===== config.mk =====
export PLATFORM = sky130hd
export DESIGN_NAME = lru_tag_buffer_cache_unit
export DESIGN_NICKNAME = d
export VERILOG_FILES = /design/src/sv/ltbc_pkg.sv /design/src/sv/lru_tag_buffer_cache_unit.sv /design/src/sv/ltbc_ram.sv /design/src/sv/ltbc_ctrl.sv /design/src/sv/ltbc_dpath.sv
export SDC_FILE = /design/constraint.sdc
export NUM_CORES = 2
export LEC_CHECK = 0
export ABC_AREA = 1
export BUFFER_PORTS_ARGS = -buffer_cell sky130_fd_sc_hd__buf_2
export CELL_PAD_IN_SITES_DETAIL_PLACEMENT = 1
export CELL_PAD_IN_SITES_GLOBAL_PLACEMENT = 1
export CORE_MARGIN = 3
export CORE_UTILIZATION = 45
export DETAILED_ROUTE_END_ITERATION = 6
export MAX_ROUTING_LAYER = met4
export PLACE_DENSITY_LB_ADDON = 0.1
export SLEW_MARGIN = 40
export SYNTH_ARGS = -nofsm -noshare
export SYNTH_HDL_FRONTEND = slang
export SYNTH_SLANG_ARGS = --single-unit

===== constraint.sdc =====
create_clock -name clk -period 5.38 [get_ports clk]
set_input_delay 0 -clock clk [delete_from_list [all_inputs] [get_ports clk]]
set_output_delay 0 -clock clk [all_outputs]
set_load 0.03 [all_outputs]

===== src/sv/ltbc_pkg.sv =====
`default_nettype none
package ltbc_pkg;

    // table sizes and field widths
    localparam int LINK_ENTRIES = 16;
    localparam int DATA_ENTRIES = 32;
    localparam int TIME_BITS    = 32;
    localparam int TAG_BITS     = 32;

    localparam int MAX_ENTRIES = (DATA_ENTRIES > LINK_ENTRIES) ? DATA_ENTRIES : LINK_ENTRIES;
    localparam int IDX_W       = (MAX_ENTRIES > 1) ? $clog2(MAX_ENTRIES) : 1;
    localparam int LINK_AW     = (LINK_ENTRIES > 1) ? $clog2(LINK_ENTRIES) : 1;
    localparam int DATA_AW     = (DATA_ENTRIES > 1) ? $clog2(DATA_ENTRIES) : 1;
    localparam int CNT_W       = $clog2(MAX_ENTRIES + 1);

    // all-ones tag marks an empty slot
    localparam logic [TAG_BITS-1:0]  TAG_INVALID = '1;
    localparam logic [TIME_BITS-1:0] RENORM_AT   = {{(TIME_BITS-1){1'b1}}, 1'b0};

    typedef enum logic [1:0] {
        OP_FIND   = 2'd0,
        OP_ALLOC  = 2'd1,
        OP_VICTIM = 2'd2,
        OP_INVAL  = 2'd3
    } ltbc_op_t;

    typedef enum logic [1:0] {
        ST_OK        = 2'd0,
        ST_NOT_FOUND = 2'd1,
        ST_NO_FREE   = 2'd2,
        ST_NO_VICTIM = 2'd3
    } ltbc_status_t;

    typedef enum logic [3:0] {
        S_IDLE,
        S_CHK,
        S_SCAN,
        S_RN_RD_I,
        S_RN_GET_I,
        S_RN_CMP,
        S_RN_WR,
        S_RN_COPY,
        S_FIN
    } ltbc_state_t;

    typedef struct packed {
        logic load;
        logic cnt_clr;
        logic issue;
        logic rsel_i;
        logic scan_eval;
        logic i_clr;
        logic ti_load;
        logic rn_eval;
        logic rank_wr;
        logic copy_wr;
        logic clock_renorm;
        logic finish;
    } ltbc_cmd_t;

    typedef struct packed {
        ltbc_op_t op;
        logic     renorm_need;
        logic     cnt_done;
        logic     pend_last;
        logic     hit_now;
        logic     i_last;
        logic     out_free;
    } ltbc_stat_t;

endpackage
`default_nettype wire


===== src/sv/lru_tag_buffer_cache_unit.sv =====
`default_nettype none
// Two fully associative LRU tag tables (link area, 16 slots; data area, 32 slots) with
// per-slot access stamps and a running clock per table. One request is taken at a time.
// Find and allocate scan the table's tag memory one slot per cycle and stop at the first
// match, and the next request can be taken once the result is registered; a victim pick
// always scans to the first empty slot or to the end. Invalidate all gives its result
// without a scan. When the clock has reached all-ones minus one, a find or allocate first
// renormalizes the stamps: every slot is compared with every other through the single
// read port. The result sits in an output register, so the next request is accepted
// while it waits; a request that finishes while the previous result is still waiting
// holds until that result is taken.
module lru_tag_buffer_cache_unit (
    input  wire logic        clk,
    input  wire logic        rst_n,
    input  wire logic        s_tvalid,
    output logic             s_tready,
    input  wire logic [31:0] s_tdata,   // tag
    input  wire logic [2:0]  s_tuser,   // req_type[1:0], table_sel[2]
    output logic             m_tvalid,
    input  wire logic        m_tready,
    output logic [39:0]      m_tdata,   // entry_index[4:0], old_valid[5], old_tag[37:6], zero
    output logic [1:0]       m_tuser    // status
);

    ltbc_pkg::ltbc_cmd_t  cmd;
    ltbc_pkg::ltbc_stat_t stat;
    logic [1:0]  status;
    logic [4:0]  entry_index;
    logic        old_valid;
    logic [31:0] old_tag;

    // sequencer
    ltbc_ctrl u_ctrl (
        .clk(clk), .rst_n(rst_n), .s_tvalid(s_tvalid), .s_tready(s_tready),
        .stat(stat), .cmd(cmd)
    );

    // tables, scan and result
    ltbc_dpath u_dpath (
        .clk(clk), .rst_n(rst_n), .cmd(cmd), .stat(stat),
        .req_type(s_tuser[1:0]), .table_sel(s_tuser[2]), .tag(s_tdata),
        .m_tready(m_tready), .out_valid(m_tvalid), .status(status),
        .entry_index(entry_index), .old_valid(old_valid), .old_tag(old_tag)
    );

    assign m_tdata = {2'b00, old_tag, old_valid, entry_index};
    assign m_tuser = status;

endmodule
`default_nettype wire


===== src/sv/ltbc_ram.sv =====
`default_nettype none
module ltbc_ram #(
    parameter  int WIDTH = 8,
    parameter  int DEPTH = 16,
    localparam int AW    = (DEPTH > 1) ? $clog2(DEPTH) : 1
) (
    input  wire logic             clk,
    input  wire logic             we,
    input  wire logic [AW-1:0]    waddr,
    input  wire logic [WIDTH-1:0] wdata,
    input  wire logic [AW-1:0]    raddr,
    output logic      [WIDTH-1:0] rdata
);

    logic [WIDTH-1:0] mem [DEPTH];

    // one write port, registered read
    always_ff @(posedge clk)
    begin
        if (we)
        begin
            mem[waddr] <= wdata;
        end
        rdata <= mem[raddr];
    end

endmodule
`default_nettype wire


===== src/sv/ltbc_ctrl.sv =====
`default_nettype none
module ltbc_ctrl (
    input  wire logic                clk,
    input  wire logic                rst_n,
    input  wire logic                s_tvalid,
    output logic                     s_tready,
    input  wire ltbc_pkg::ltbc_stat_t stat,
    output ltbc_pkg::ltbc_cmd_t      cmd
);

    ltbc_pkg::ltbc_state_t state_reg, state_next;

    // state register
    always_ff @(posedge clk or negedge rst_n)
    begin
        if (!rst_n)
        begin
            state_reg <= ltbc_pkg::S_IDLE;
        end
        else
        begin
            state_reg <= state_next;
        end
    end

    // next state and commands
    always_comb
    begin
        state_next = state_reg;
        cmd        = '0;
        s_tready   = 1'b0;
        case (state_reg)
            ltbc_pkg::S_IDLE:
            begin
                s_tready = 1'b1;
                if (s_tvalid)
                begin
                    cmd.load   = 1'b1;
                    state_next = ltbc_pkg::S_CHK;
                end
            end
            ltbc_pkg::S_CHK:
            begin
                if (stat.op == ltbc_pkg::OP_INVAL)
                begin
                    state_next = ltbc_pkg::S_FIN;
                end
                else if (stat.renorm_need && (stat.op == ltbc_pkg::OP_FIND ||
                                              stat.op == ltbc_pkg::OP_ALLOC))
                begin
                    cmd.i_clr  = 1'b1;
                    state_next = ltbc_pkg::S_RN_RD_I;
                end
                else
                begin
                    cmd.cnt_clr = 1'b1;
                    state_next  = ltbc_pkg::S_SCAN;
                end
            end
            ltbc_pkg::S_SCAN:
            begin
                cmd.issue     = !stat.cnt_done;
                cmd.scan_eval = 1'b1;
                if (stat.hit_now || stat.pend_last)
                begin
                    state_next = ltbc_pkg::S_FIN;
                end
            end
            ltbc_pkg::S_RN_RD_I:
            begin
                cmd.rsel_i = 1'b1;
                state_next = ltbc_pkg::S_RN_GET_I;
            end
            ltbc_pkg::S_RN_GET_I:
            begin
                cmd.ti_load = 1'b1;
                cmd.cnt_clr = 1'b1;
                state_next  = ltbc_pkg::S_RN_CMP;
            end
            ltbc_pkg::S_RN_CMP:
            begin
                cmd.issue   = !stat.cnt_done;
                cmd.rn_eval = 1'b1;
                if (stat.pend_last)
                begin
                    state_next = ltbc_pkg::S_RN_WR;
                end
            end
            ltbc_pkg::S_RN_WR:
            begin
                cmd.rank_wr = 1'b1;
                if (stat.i_last)
                begin
                    cmd.cnt_clr = 1'b1;
                    state_next  = ltbc_pkg::S_RN_COPY;
                end
                else
                begin
                    state_next = ltbc_pkg::S_RN_RD_I;
                end
            end
            ltbc_pkg::S_RN_COPY:
            begin
                cmd.issue   = !stat.cnt_done;
                cmd.copy_wr = 1'b1;
                if (stat.pend_last)
                begin
                    cmd.clock_renorm = 1'b1;
                    cmd.cnt_clr      = 1'b1;
                    state_next       = ltbc_pkg::S_SCAN;
                end
            end
            ltbc_pkg::S_FIN:
            begin
                if (stat.out_free)
                begin
                    cmd.finish = 1'b1;
                    state_next = ltbc_pkg::S_IDLE;
                end
            end
            default:
            begin
                state_next = ltbc_pkg::S_IDLE;
            end
        endcase
    end

endmodule
`default_nettype wire


===== src/sv/ltbc_dpath.sv =====
`default_nettype none
module ltbc_dpath (
    input  wire logic                         clk,
    input  wire logic                         rst_n,
    input  wire ltbc_pkg::ltbc_cmd_t          cmd,
    output ltbc_pkg::ltbc_stat_t              stat,
    input  wire logic [1:0]                   req_type,
    input  wire logic                         table_sel,
    input  wire logic [31:0]                  tag,
    input  wire logic                         m_tready,
    output logic                              out_valid,
    output logic [1:0]                        status,
    output logic [4:0]                        entry_index,
    output logic                              old_valid,
    output logic [31:0]                       old_tag
);

    localparam int IW = ltbc_pkg::IDX_W;
    localparam int CW = ltbc_pkg::CNT_W;
    localparam int TW = ltbc_pkg::TIME_BITS;
    localparam int GW = ltbc_pkg::TAG_BITS;
    localparam int LA = ltbc_pkg::LINK_AW;
    localparam int DA = ltbc_pkg::DATA_AW;

    // request
    ltbc_pkg::ltbc_op_t op_reg;
    logic               sel_reg;
    logic [GW-1:0]      tag_reg;

    // table state kept in flip-flops
    logic [TW-1:0]                       link_clock_reg, data_clock_reg;
    logic [ltbc_pkg::LINK_ENTRIES-1:0]   link_tv_reg, link_mv_reg;
    logic [ltbc_pkg::DATA_ENTRIES-1:0]   data_tv_reg, data_mv_reg;

    // scan control
    logic [CW-1:0] cnt_reg;
    logic          pend_reg;
    logic [IW-1:0] ridx_reg;
    logic [IW-1:0] i_reg;
    logic [TW-1:0] ti_reg;
    logic [CW-1:0] rank_reg;

    // scan results
    logic          found_reg, have_old_reg;
    logic [IW-1:0] fidx_reg, bidx_reg;
    logic [TW-1:0] best_reg;
    logic [GW-1:0] btag_reg;

    // output register
    logic          out_valid_reg;
    logic [1:0]    status_reg;
    logic [4:0]    index_reg;
    logic          ovalid_reg;
    logic [31:0]   otag_reg;

    logic [CW-1:0] n_entries, n_last;
    logic [IW-1:0] raddr;
    logic [GW-1:0] ltag_q, dtag_q, tag_rd;
    logic [TW-1:0] ltime_q, dtime_q, time_rd, clock_cur;
    logic [IW-1:0] rank_q;
    logic          match;
    logic [IW-1:0] res_idx;
    logic          stamp_en, tag_we, time_we;
    logic [IW-1:0] time_waddr;
    logic [TW-1:0] time_wdata;
    logic [1:0]    res_status;
    logic [IW+4:0] res_index_ext;
    logic          res_ovalid;

    assign n_entries = sel_reg ? CW'(ltbc_pkg::DATA_ENTRIES) : CW'(ltbc_pkg::LINK_ENTRIES);
    assign n_last    = n_entries - CW'(1);
    assign raddr     = cmd.rsel_i ? i_reg : cnt_reg[IW-1:0];
    assign clock_cur = sel_reg ? data_clock_reg : link_clock_reg;

    // memories
    ltbc_ram #(.WIDTH(GW), .DEPTH(ltbc_pkg::LINK_ENTRIES)) u_link_tag (
        .clk(clk), .we(tag_we && !sel_reg), .waddr(res_idx[LA-1:0]), .wdata(tag_reg),
        .raddr(raddr[LA-1:0]), .rdata(ltag_q)
    );
    ltbc_ram #(.WIDTH(TW), .DEPTH(ltbc_pkg::LINK_ENTRIES)) u_link_time (
        .clk(clk), .we(time_we && !sel_reg), .waddr(time_waddr[LA-1:0]),
        .wdata(time_wdata), .raddr(raddr[LA-1:0]), .rdata(ltime_q)
    );
    ltbc_ram #(.WIDTH(GW), .DEPTH(ltbc_pkg::DATA_ENTRIES)) u_data_tag (
        .clk(clk), .we(tag_we && sel_reg), .waddr(res_idx[DA-1:0]), .wdata(tag_reg),
        .raddr(raddr[DA-1:0]), .rdata(dtag_q)
    );
    ltbc_ram #(.WIDTH(TW), .DEPTH(ltbc_pkg::DATA_ENTRIES)) u_data_time (
        .clk(clk), .we(time_we && sel_reg), .waddr(time_waddr[DA-1:0]),
        .wdata(time_wdata), .raddr(raddr[DA-1:0]), .rdata(dtime_q)
    );
    ltbc_ram #(.WIDTH(IW), .DEPTH(ltbc_pkg::MAX_ENTRIES)) u_rank (
        .clk(clk), .we(cmd.rank_wr), .waddr(i_reg), .wdata(rank_reg[IW-1:0]),
        .raddr(raddr), .rdata(rank_q)
    );

    // entries never written read as their reset values
    always_comb
    begin
        if (sel_reg)
        begin
            tag_rd  = data_tv_reg[ridx_reg[DA-1:0]] ? dtag_q : ltbc_pkg::TAG_INVALID;
            time_rd = data_mv_reg[ridx_reg[DA-1:0]] ? dtime_q : '0;
        end
        else
        begin
            tag_rd  = link_tv_reg[ridx_reg[LA-1:0]] ? ltag_q : ltbc_pkg::TAG_INVALID;
            time_rd = link_mv_reg[ridx_reg[LA-1:0]] ? ltime_q : '0;
        end
    end

    // slot match for the running scan
    always_comb
    begin
        case (op_reg)
            ltbc_pkg::OP_FIND:   match = (tag_rd == tag_reg) && (tag_reg != ltbc_pkg::TAG_INVALID);
            ltbc_pkg::OP_ALLOC:  match = (tag_rd == ltbc_pkg::TAG_INVALID);
            ltbc_pkg::OP_VICTIM: match = (tag_rd == ltbc_pkg::TAG_INVALID);
            default:             match = 1'b0;
        endcase
    end

    // result selection and write ports
    always_comb
    begin
        res_idx    = (op_reg == ltbc_pkg::OP_VICTIM && !found_reg) ? bidx_reg : fidx_reg;
        stamp_en   = cmd.finish && (op_reg != ltbc_pkg::OP_INVAL) &&
                     (found_reg || op_reg == ltbc_pkg::OP_VICTIM);
        tag_we     = stamp_en && (op_reg != ltbc_pkg::OP_FIND);
        time_we    = stamp_en || (cmd.copy_wr && pend_reg);
        time_waddr = stamp_en ? res_idx : ridx_reg;
        time_wdata = stamp_en ? clock_cur : TW'(rank_q);
        res_status = ltbc_pkg::ST_OK;
        case (op_reg)
            ltbc_pkg::OP_FIND:  if (!found_reg) res_status = ltbc_pkg::ST_NOT_FOUND;
            ltbc_pkg::OP_ALLOC: if (!found_reg) res_status = ltbc_pkg::ST_NO_FREE;
            default:            res_status = ltbc_pkg::ST_OK;
        endcase
        res_index_ext = '0;
        if (res_status == ltbc_pkg::ST_OK && op_reg != ltbc_pkg::OP_INVAL)
        begin
            res_index_ext = {5'b0, res_idx};
        end
        res_ovalid = (op_reg == ltbc_pkg::OP_VICTIM) && !found_reg;
    end

    // status towards the controller
    always_comb
    begin
        stat.op          = op_reg;
        stat.renorm_need = (clock_cur >= ltbc_pkg::RENORM_AT);
        stat.cnt_done    = (cnt_reg == n_entries);
        stat.pend_last   = pend_reg && (CW'(ridx_reg) == n_last);
        stat.hit_now     = pend_reg && match;
        stat.i_last      = (CW'(i_reg) == n_last);
        stat.out_free    = !out_valid_reg || m_tready;
    end

    // payload registers
    always_ff @(posedge clk)
    begin
        if (cmd.load)
        begin
            tag_reg <= tag[GW-1:0];
        end
        ridx_reg <= raddr;
        if (cmd.scan_eval && pend_reg && !match && op_reg == ltbc_pkg::OP_VICTIM &&
            (!have_old_reg || time_rd < best_reg))
        begin
            best_reg <= time_rd;
            bidx_reg <= ridx_reg;
            btag_reg <= tag_rd;
        end
        if (cmd.scan_eval && pend_reg && match)
        begin
            fidx_reg <= ridx_reg;
        end
        if (cmd.ti_load)
        begin
            ti_reg <= time_rd;
        end
        if (cmd.finish)
        begin
            status_reg <= res_status;
            index_reg  <= res_index_ext[4:0];
            ovalid_reg <= res_ovalid;
            otag_reg   <= res_ovalid ? 32'(btag_reg) : 32'd0;
        end
    end

    // control registers
    always_ff @(posedge clk or negedge rst_n)
    begin
        if (!rst_n)
        begin
            op_reg         <= ltbc_pkg::OP_FIND;
            sel_reg        <= 1'b0;
            link_clock_reg <= '0;
            data_clock_reg <= '0;
            link_tv_reg    <= '0;
            link_mv_reg    <= '0;
            data_tv_reg    <= '0;
            data_mv_reg    <= '0;
            cnt_reg        <= '0;
            pend_reg       <= 1'b0;
            i_reg          <= '0;
            rank_reg       <= '0;
            found_reg      <= 1'b0;
            have_old_reg   <= 1'b0;
            out_valid_reg  <= 1'b0;
        end
        else
        begin
            if (cmd.load)
            begin
                op_reg       <= ltbc_pkg::ltbc_op_t'(req_type);
                sel_reg      <= table_sel;
                found_reg    <= 1'b0;
                have_old_reg <= 1'b0;
            end
            // read address counter
            if (cmd.cnt_clr)
            begin
                cnt_reg <= '0;
            end
            else if (cmd.issue)
            begin
                cnt_reg <= cnt_reg + CW'(1);
            end
            pend_reg <= cmd.issue;
            // scan bookkeeping
            if (cmd.scan_eval && pend_reg)
            begin
                if (match)
                begin
                    found_reg <= 1'b1;
                end
                else if (op_reg == ltbc_pkg::OP_VICTIM && (!have_old_reg || time_rd < best_reg))
                begin
                    have_old_reg <= 1'b1;
                end
            end
            // rank counting
            if (cmd.i_clr)
            begin
                i_reg <= '0;
            end
            else if (cmd.rank_wr)
            begin
                i_reg <= i_reg + IW'(1);
            end
            if (cmd.ti_load)
            begin
                rank_reg <= '0;
            end
            else if (cmd.rn_eval && pend_reg &&
                     (time_rd < ti_reg || (time_rd == ti_reg && ridx_reg < i_reg)))
            begin
                rank_reg <= rank_reg + CW'(1);
            end
            // valid bits follow the memory writes
            if (time_we)
            begin
                if (sel_reg)
                begin
                    data_mv_reg[time_waddr[DA-1:0]] <= 1'b1;
                end
                else
                begin
                    link_mv_reg[time_waddr[LA-1:0]] <= 1'b1;
                end
            end
            if (tag_we)
            begin
                if (sel_reg)
                begin
                    data_tv_reg[res_idx[DA-1:0]] <= 1'b1;
                end
                else
                begin
                    link_tv_reg[res_idx[LA-1:0]] <= 1'b1;
                end
            end
            // clocks and invalidation
            if (cmd.clock_renorm)
            begin
                if (sel_reg)
                begin
                    data_clock_reg <= TW'(n_entries);
                end
                else
                begin
                    link_clock_reg <= TW'(n_entries);
                end
            end
            if (stamp_en)
            begin
                if (sel_reg)
                begin
                    data_clock_reg <= data_clock_reg + TW'(1);
                end
                else
                begin
                    link_clock_reg <= link_clock_reg + TW'(1);
                end
            end
            if (cmd.finish && op_reg == ltbc_pkg::OP_INVAL)
            begin
                if (sel_reg)
                begin
                    data_tv_reg    <= '0;
                    data_clock_reg <= '0;
                end
                else
                begin
                    link_tv_reg    <= '0;
                    link_clock_reg <= '0;
                end
            end
            // output handshake
            if (cmd.finish)
            begin
                out_valid_reg <= 1'b1;
            end
            else if (m_tready)
            begin
                out_valid_reg <= 1'b0;
            end
        end
    end

    assign out_valid   = out_valid_reg;
    assign status      = status_reg;
    assign entry_index = index_reg;
    assign old_valid   = ovalid_reg;
    assign old_tag     = otag_reg;

endmodule
`default_nettype wire


# --- Yosys cells after proc, flatten, opt, wreduce, memory -nomap -nowiden ---
# Memory sizes are Yosys's and may differ from the RTL's. A register that Yosys moved wholly into a read port is not among the register bits.
# Index checks and enable logic that the tools add are counted.
classes:
  add_sub_neg: 6
  order_cmp: 14
  eq_ne: 24
  muxes: 106
  bitwise_logic: 5
  reduce_logical: 54
op_table:
  columns: ["cell", "n"]
  rows:
  - ["$mux 32", 24]
  - ["$add 32x1->32 const B", 2]
  - ["$eq 32x32->1", 2]
  - ["$lt 32x32->1", 2]
  - ["$mux 16", 4]
  - ["$or 32x32->32", 2]
  - ["$mux 1", 47]
  - ["$pmux 4 s9", 1]
  - ["$eq 32x32->1 const B", 1]
  - ["$ge 32x32->1 const B", 1]
  - ["$ne 32x32->1 const B", 1]
  - ["$or 16x16->16", 2]
  - ["$mux 6", 5]
  - ["$logic_and 1x1->1", 28]
  - ["$mux 5", 5]
  - ["$mux 4", 6]
  - ["$lt 5x6->1 const B", 3]
  - ["$eq 4x3->1 const B", 4]
  - ["$lt 4x5->1 const B", 3]
  - ["$add 6x1->6 const B", 2]
  - ["$eq 5x6->1", 2]
  - ["$bmux 1 s5", 2]
  - ["$demux 1 s5", 2]
  - ["$ge 5x1->1 const B", 2]
  - ["29 further kinds", 56]
totals:
  regBits: 371
  ramBits: 3232
  inputBits: 39
  out_inout_bits: 44
  elab_cells: 241
  mem_count: 5
memory_table:
  columns: ["name", "words", "width", "rd", "rd_clocked_by_memory_dff", "write_ports", "line_no", "rtl"]
  rows:
  - ["u_dpath.u_data_tag.mem", 32, 32, 1, 1, 1, "ltbc_ram.sv:15", "logic [WIDTH-1:0] mem [DEPTH];"]
  - ["u_dpath.u_data_time.mem", 32, 32, 1, 1, 1, "ltbc_ram.sv:15", null]
  - ["u_dpath.u_link_tag.mem", 16, 32, 1, 1, 1, "ltbc_ram.sv:15", null]
  - ["u_dpath.u_link_time.mem", 16, 32, 1, 1, 1, "ltbc_ram.sv:15", null]
  - ["u_dpath.u_rank.mem", 32, 5, 1, 1, 1, "ltbc_ram.sv:15", null]

# --- Longest topological paths before layout ---
logic_depth:
  word_depth: 12
  mapped_depth: 26
  depth_no_buf: 24

# --- Modules after synthesis ---
# Synthesis repeated with hierarchy kept, for this count alone.
hier_totals:
  cells_unflattened: 14335
  hier_area_um2: 157399.7
by_module_without_submodules:
  columns: ["mod", "n_inst", "cells_each", "area_each_um2", "seq_area_each_um2"]
  rows:
  - ["ltbc_ram (u_dpath.u_data_tag ...)", 2, 3536, 42405.7, 31390.1]
  - ["ltbc_ram (u_dpath.u_link_tag ...)", 2, 2120, 22730.6, 16015.4]
  - ["ltbc_dpath", 1, 2349, 19837.8, 10024.6]
  - ["ltbc_ram (u_dpath.u_rank)", 1, 595, 6796.5, 4904.7]
  - ["ltbc_ctrl", 1, 75, 466.7, 100.1]
  - ["lru_tag_buffer_cache_unit", 1, 4, 26.3, 0.0]

# --- Worst setup path after synthesis ---
# OpenSTA, ideal clock, no wires.
synth_timing:
  path_kind: "flip-flop to flip-flop"
  start: "register u_dpath.sel_reg"
  end: "register u_dpath.best_reg[0] (enable)"
  setup_ps: 423
  t_arrival_ps: 4467
  required_ps: 4957
  path_slack_ps: 490
  path_stages_with_launch: 19
  path_buffers: 5
  synth_period_minus_slack_ps: 4890
  cell_sequence: "dfrtp_1 > buf_2 > clkbuf_1 > clkbuf_1 > clkbuf_1 > clkbuf_1 > nand2_1 > o21ai_0 > ha_1 > a21oi_1 > nor2_1 > a211oi_1 > o221a_2 > nand2_1 > nand2_1 > nand2_1 > nand2_1 > nand3_1 > inv_1"
synth_between:
  word_cells_on_any_way: 12
  classes_between: "order compare: 1; eq/ne: 2; mux: 3; reduce/logical: 6"
synth_rtl:
  columns: ["item", "line_no", "rtl"]
  rows:
  - ["from (decl)", "ltbc_dpath.sv:27", "logic sel_reg;"]
  - ["from (signal assigned)", "ltbc_dpath.sv:217", "sel_reg <= table_sel;"]
  - ["$mux 32", "ltbc_dpath.sv:100", "if (sel_reg)"]
  - ["net u_dpath.time_rd[9]", "ltbc_dpath.sv:59", "logic [TW-1:0] ltime_q, dtime_q, time_rd, clock_cur;"]
  - ["$lt 32x32->1", "ltbc_dpath.sv:168", "(!have_old_reg || time_rd < best_reg))"]
  - ["$logic_or 1x1->1", "ltbc_dpath.sv:168", null]
  - ["$logic_and 1x1->1", "ltbc_dpath.sv:167", "if (cmd.scan_eval && pend_reg && !match && op_reg == ltbc_pkg::OP_VICTIM &&"]
  - ["to (signal assigned)", "ltbc_dpath.sv:170", "best_reg <= time_rd;"]
  - ["to (decl)", "ltbc_dpath.sv:46", "logic [TW-1:0] best_reg;"]
# The timed path passes the listed nets, and every way through them passes these cells.
# A chain may end at the register's enable or synchronous reset.

# --- Final worst setup path ---
layout_timing:
  start: "register u_dpath.ridx_reg[0]"
  end: "register u_dpath.fidx_reg[2] (enable)"
layout_between:
  elab_chain_cells: 8
  word_cells_on_any_way: 12
  classes_between: "eq/ne: 2; mux: 8; reduce/logical: 2"
layout_rtl:
  columns: ["item", "line_no", "rtl"]
  rows:
  - ["from (decl)", "ltbc_dpath.sv:38", "logic [IW-1:0] ridx_reg;"]
  - ["from (signal assigned)", "ltbc_dpath.sv:166", "ridx_reg <= raddr;"]
  - ["$bmux 1 s5 / $bmux 1 s4 (equally long branches)", "ltbc_dpath.sv:102, ltbc_dpath.sv:107", null]
  - ["$mux 1 (on tied branches)", "ltbc_dpath.sv:102, ltbc_dpath.sv:107", null]
  - ["$mux 32 (on tied branches)", "ltbc_dpath.sv:102, ltbc_dpath.sv:107", null]
  - ["$mux 32 (*)", "ltbc_dpath.sv:100", null]
  - ["$eq 32x32->1", "ltbc_dpath.sv:116", "ltbc_pkg::OP_FIND: match = (tag_rd == tag_reg) && (tag_reg != ltbc_pkg::TAG_INVALID);"]
  - ["$logic_and 1x1->1", "ltbc_dpath.sv:116", null]
  - ["$pmux 1 s2 (*)", "ltbc_dpath.sv:115", "case (op_reg)"]
  - ["$logic_and 1x1->1 (*)", "ltbc_dpath.sv:174", "if (cmd.scan_eval && pend_reg && match)"]
  - ["to (signal assigned)", "ltbc_dpath.sv:176", "fidx_reg <= ridx_reg;"]
  - ["to (decl)", "ltbc_dpath.sv:45", "logic [IW-1:0] fidx_reg, bidx_reg;"]
# Every way passes the cells marked *; elsewhere a longest branch is shown, timed or not. The select of a mux whose other input is x is not followed.

==> run summary <==
FLOORPLAN
---------------------------------------------------------------------------------
Die height                                                               579.7 µm
Site row count                                                                210
Die boundary width                                                       579.7 µm
Standard cell core area                                                0.3274 mm²
Area of the die                                                        0.3361 mm²
Initial Utilization                                                        45.24%
Total I/O pin count                                                            83

SYNTHESIS
---------------------------------------------------------------------------------
Cell types occupying the most area after synthesis                   edfxtp_1 69%, o21ai_0 7.5%, nor2_1 5.9%, o22ai_1 4.0%, dfrtp_1 3.2%
Netlist area before placement                                          0.1481 mm²
Primary FF master, synth                                                 edfxtp_1
Flip-flop and latch count after synthesis                                    3735
Synth warn                                                                      0
Seq/Total Area, Yosys                                                      74.16%
Post-synth top area cell                                                 edfxtp_1
Avg Synthesized Cell Area                                               12.52 µm²
Synth cell types                                                               58
Number of flops mapped to enable cells by yosys                              3410
Area share of the leading cell type in the synthesized netlist             69.14%
Mapped Cells                                                                11830
Post-synth ARST share                                                      5.007%

PLACED DESIGN
---------------------------------------------------------------------------------
Final GP Congestion                                                        0.8891
Total of buffers placed on input and output ports                              80
Placement-stage cell area                                              0.1567 mm²
Placed wire-length estimate                                             287700 µm

LAYOUT
---------------------------------------------------------------------------------
Top Registers                                                        u_dpath.u_data_tag.mem (1024), u_dpath.u_data_time.mem (1024)
Fraction of final layout cells with drive strength greater than 1          10.83%
Relative area change from synthesis to final layout                        15.36%
Final Net Count                                                             12150
Area of all placed cells without fillers                               0.1709 mm²
Share of the core filled with cells                                        52.19%

POWER
---------------------------------------------------------------------------------
Total power density per cell area                                    531.2 mW/mm²
Worst IR drop on VDD                                                    0.3684 mV
Overall power of the completed layout                                    90.76 mW
Static Leak                                                              59.84 nW

ROUTE
---------------------------------------------------------------------------------
Wire length reported by the detailed router                             500700 µm
Via density                                                                 6.061
Via count of the routed design                                             101500
Detailed Routing Iterations Pass 1                                              6
Final routed wire length divided by cell count                           29.91 µm
Number of DRC markers after the initial detailed-route iteration            10340
Residual DRC                                                                    0
Antenna-violating nets left                                                     0

GLOBAL ROUTE
---------------------------------------------------------------------------------
Final global-route overflow total                                               0
Pin count of the biggest net entering global routing                          187
Number of global-route vias before repair                                  104700
First-pass GRT wire length                                              727400 µm
Global Route Usage Sum                                                     29.95%
Number of antenna violations at the first check in global routing              21

WORST SETUP PATH
---------------------------------------------------------------------------------
List of cells traversed by the critical path                         buf_4 -> buf_4 -> nand2_1 -> nand3_1 -> nand2_1 -> nand2_1 -> nand2_1 -> nor2_2 -> nand2_2 -> nand3_1 -> nand2_1 -> nand2_1 -> nand2_1 -> nor2_1 -> nand2_1 -> nor2_1 -> nand3_1 -> o21bai_2 -> nand3_1 -> nor2_1
Crit path arrival time                                                    5.75 ns
Number of buffers and inverters on the critical path                            2
Highest fanout seen on the critical path                                       39
Cell repeated most along the worst path                                   nand2_1
Largest delay share family, worst path                               simple AND/OR/NAND/NOR gates
Crit path max-delay cell type                                              nor2_1
Worst setup SP type                                                          flop
Maximum single-stage delay on the critical path                           0.68 ns
Critical path class                                                    reg -> reg
Worst path required time                                                  5.97 ns
Kind of end point of the critical path                                       flop

WORST HOLD PATH
---------------------------------------------------------------------------------
Min-delay worst type                                                    in -> reg

CLOCK TREE
---------------------------------------------------------------------------------
CTS H-tree depth                                                                5
Clock Sinks                                                                  3735
Register clock-pin slew on the reported worst setup and hold paths        0.07 ns
CTS tree                                                                     done
CTS Root Cell                                                           clkbuf_16
Latest clock arrival within the worst-skew pair                           0.99 ns
Buffer levels on the longest clock path                                         4
Number of buffers created by CTS                                              396

TIMING
---------------------------------------------------------------------------------
Period minus WS final                                                    5.153 ns
Final worst clock skew                                                 0.06118 ns
Setup violators final                                                           0
Total count of max-transition violations in the final report                    0
Relative slew margins                                                      37.18%
Hold WS                                                                 0.2516 ns
Actual transition at the worst max-transition pin                       0.9423 ns
Total count of hold-check failures in the final report                          0
Sum of negative setup slack                                                  0 ns
Achievable frequency                                                    194.1 MHz
Unrepaired setup endpoints after global routing                             false
Final clock period utilization by the worst path                           95.78%

STATUS
---------------------------------------------------------------------------------
Status                                                               finished clean

RUN
---------------------------------------------------------------------------------
Max_cap viols                                                                   0

[through the flow]
step,cells,setup WS (ns)
2_1_floorplan,11830,0.4899
3_3_place_gp,15850,0.1903
3_5_place_dp,15890,0.2503
4_1_cts,16720,0.2041
5_1_grt,16740,0.007973
6_report,16740,0.2272
[tightest hold or removal path, delay by kind of cell]
family	cells	cell delay [ns]
buf+inv	3	1.14
[layout by cell type (no fill, tap or decap), types with 23 or more instances in the layout]
cell type / n
o22ai_1: 950
nand2_1: 651
edfxtp_1: 3410
ha_1: 82
buf_12: 92
bufinv_16: 36
inv_1: 397
o221ai_1: 97
nand4_1: 31
or2_2: 38
nor4_1: 23
clkinv_1: 64
nor2_4: 126
a21oi_1: 70
clkbuf_16: 402
nand3_1: 180
nand3b_1: 35
o211ai_1: 61
clkbuf_8: 39
dfrtp_1: 185
o21ai_0: 2215
nor2_1: 2202
dlygate4sd3_1: 82
clkinv_2: 87
buf_2: 79
clkbuf_1: 79
nor3_1: 25
dfxtp_1: 136
buf_4: 281
[report_power, final]
part	total (mW)	switching, mW	internal (mW)
sequential	34.7	1.00	33.7
combinational	28.3	20.3	7.99
clock	27.8	11.7	16.0
total	90.8	33.1	57.7
[logic make-up (layout without fill, tap and decap cells)]
family	count (synthesis)	after routing	synth area share (%)
muxes	1	1	0.006759
xor gates and xnor gates	8	8	0.04731
other	1	17	0.002532
and+or+nand+nor	3352	3352	9.048
AOI/OAI and AO/OA	3453	3453	12.90
DFF	3735	3735	74.16
adders and majority gates	82	82	0.6927
buffers and inverters	1196	1747	3.138
[cells in the mapped netlist (all sizes together), types with 7 or more instances]
| master | number |
|---|---|
| edfxtp | 3410 |
| nor2 | 2336 |
| o21ai | 2228 |
| o22ai | 950 |
| clkbuf | 679 |
| nand2 | 663 |
| inv | 414 |
| dfrtp | 187 |
| nand3 | 183 |
| dfxtp | 138 |
| buf | 98 |
| o221ai | 98 |
| ha | 82 |
| a21oi | 70 |
| o211ai | 61 |
| or2 | 38 |
| nand3b | 35 |
| nor3 | 34 |
| nand4 | 32 |
| nor4 | 26 |
| a31oi | 18 |
| a211oi | 7 |
[worst paths after layout]
kind,from,to,slack [ns],depth (start not counted)
worst max-delay path,u_dpath.ridx_reg[0],u_dpath.fidx_reg[2],0.23,20
worst min-delay path,s_tdata[6],u_dpath.tag_reg[6],0.25,3
worst max register to register,u_dpath.ridx_reg[0],u_dpath.fidx_reg[2],0.23,20
worst min register to register,u_dpath.link_mv_reg[5],u_dpath.link_mv_reg[5],0.46,2
max in group asynchronous,rst_n,u_dpath.sel_reg,4.28,4
min in group asynchronous,rst_n,u_dpath.have_old_reg,0.34,4
[layer usage]
layer | GRT usage, % | routed length [µm] | vias up
met4 | 9.275 | 15650 | 0
met5 | - | 0 | -
li1 | - | - | 43930
met2 | 48.71 | 244300 | 3393
met3 | 2.971 | 27270 | 812
met1 | 40.00 | 213500 | 53340
[repair_timing]
action | 4_1_cts | 5_1_grt
hold buffers | 83 | 0
buffers inserted | 0 | 0
setup endpoints to repair | 0 | 2
endpoints found under the hold margin | 261 | 0
gates resized for setup | 0 | 1
[cell type report]
type                    count  area [µm²]
inverters                 419        1628
well taps                4346        5438
clock inverters           226        2295
fillers                 32710      156500
repair buffers            583        6046
clock buffers             519       10880
diodes                     15       37.54
multi-input cells        6898       34690
flip-flops and latches   3735      109800
No activity file was read; power rests on OpenSTA's default activity.
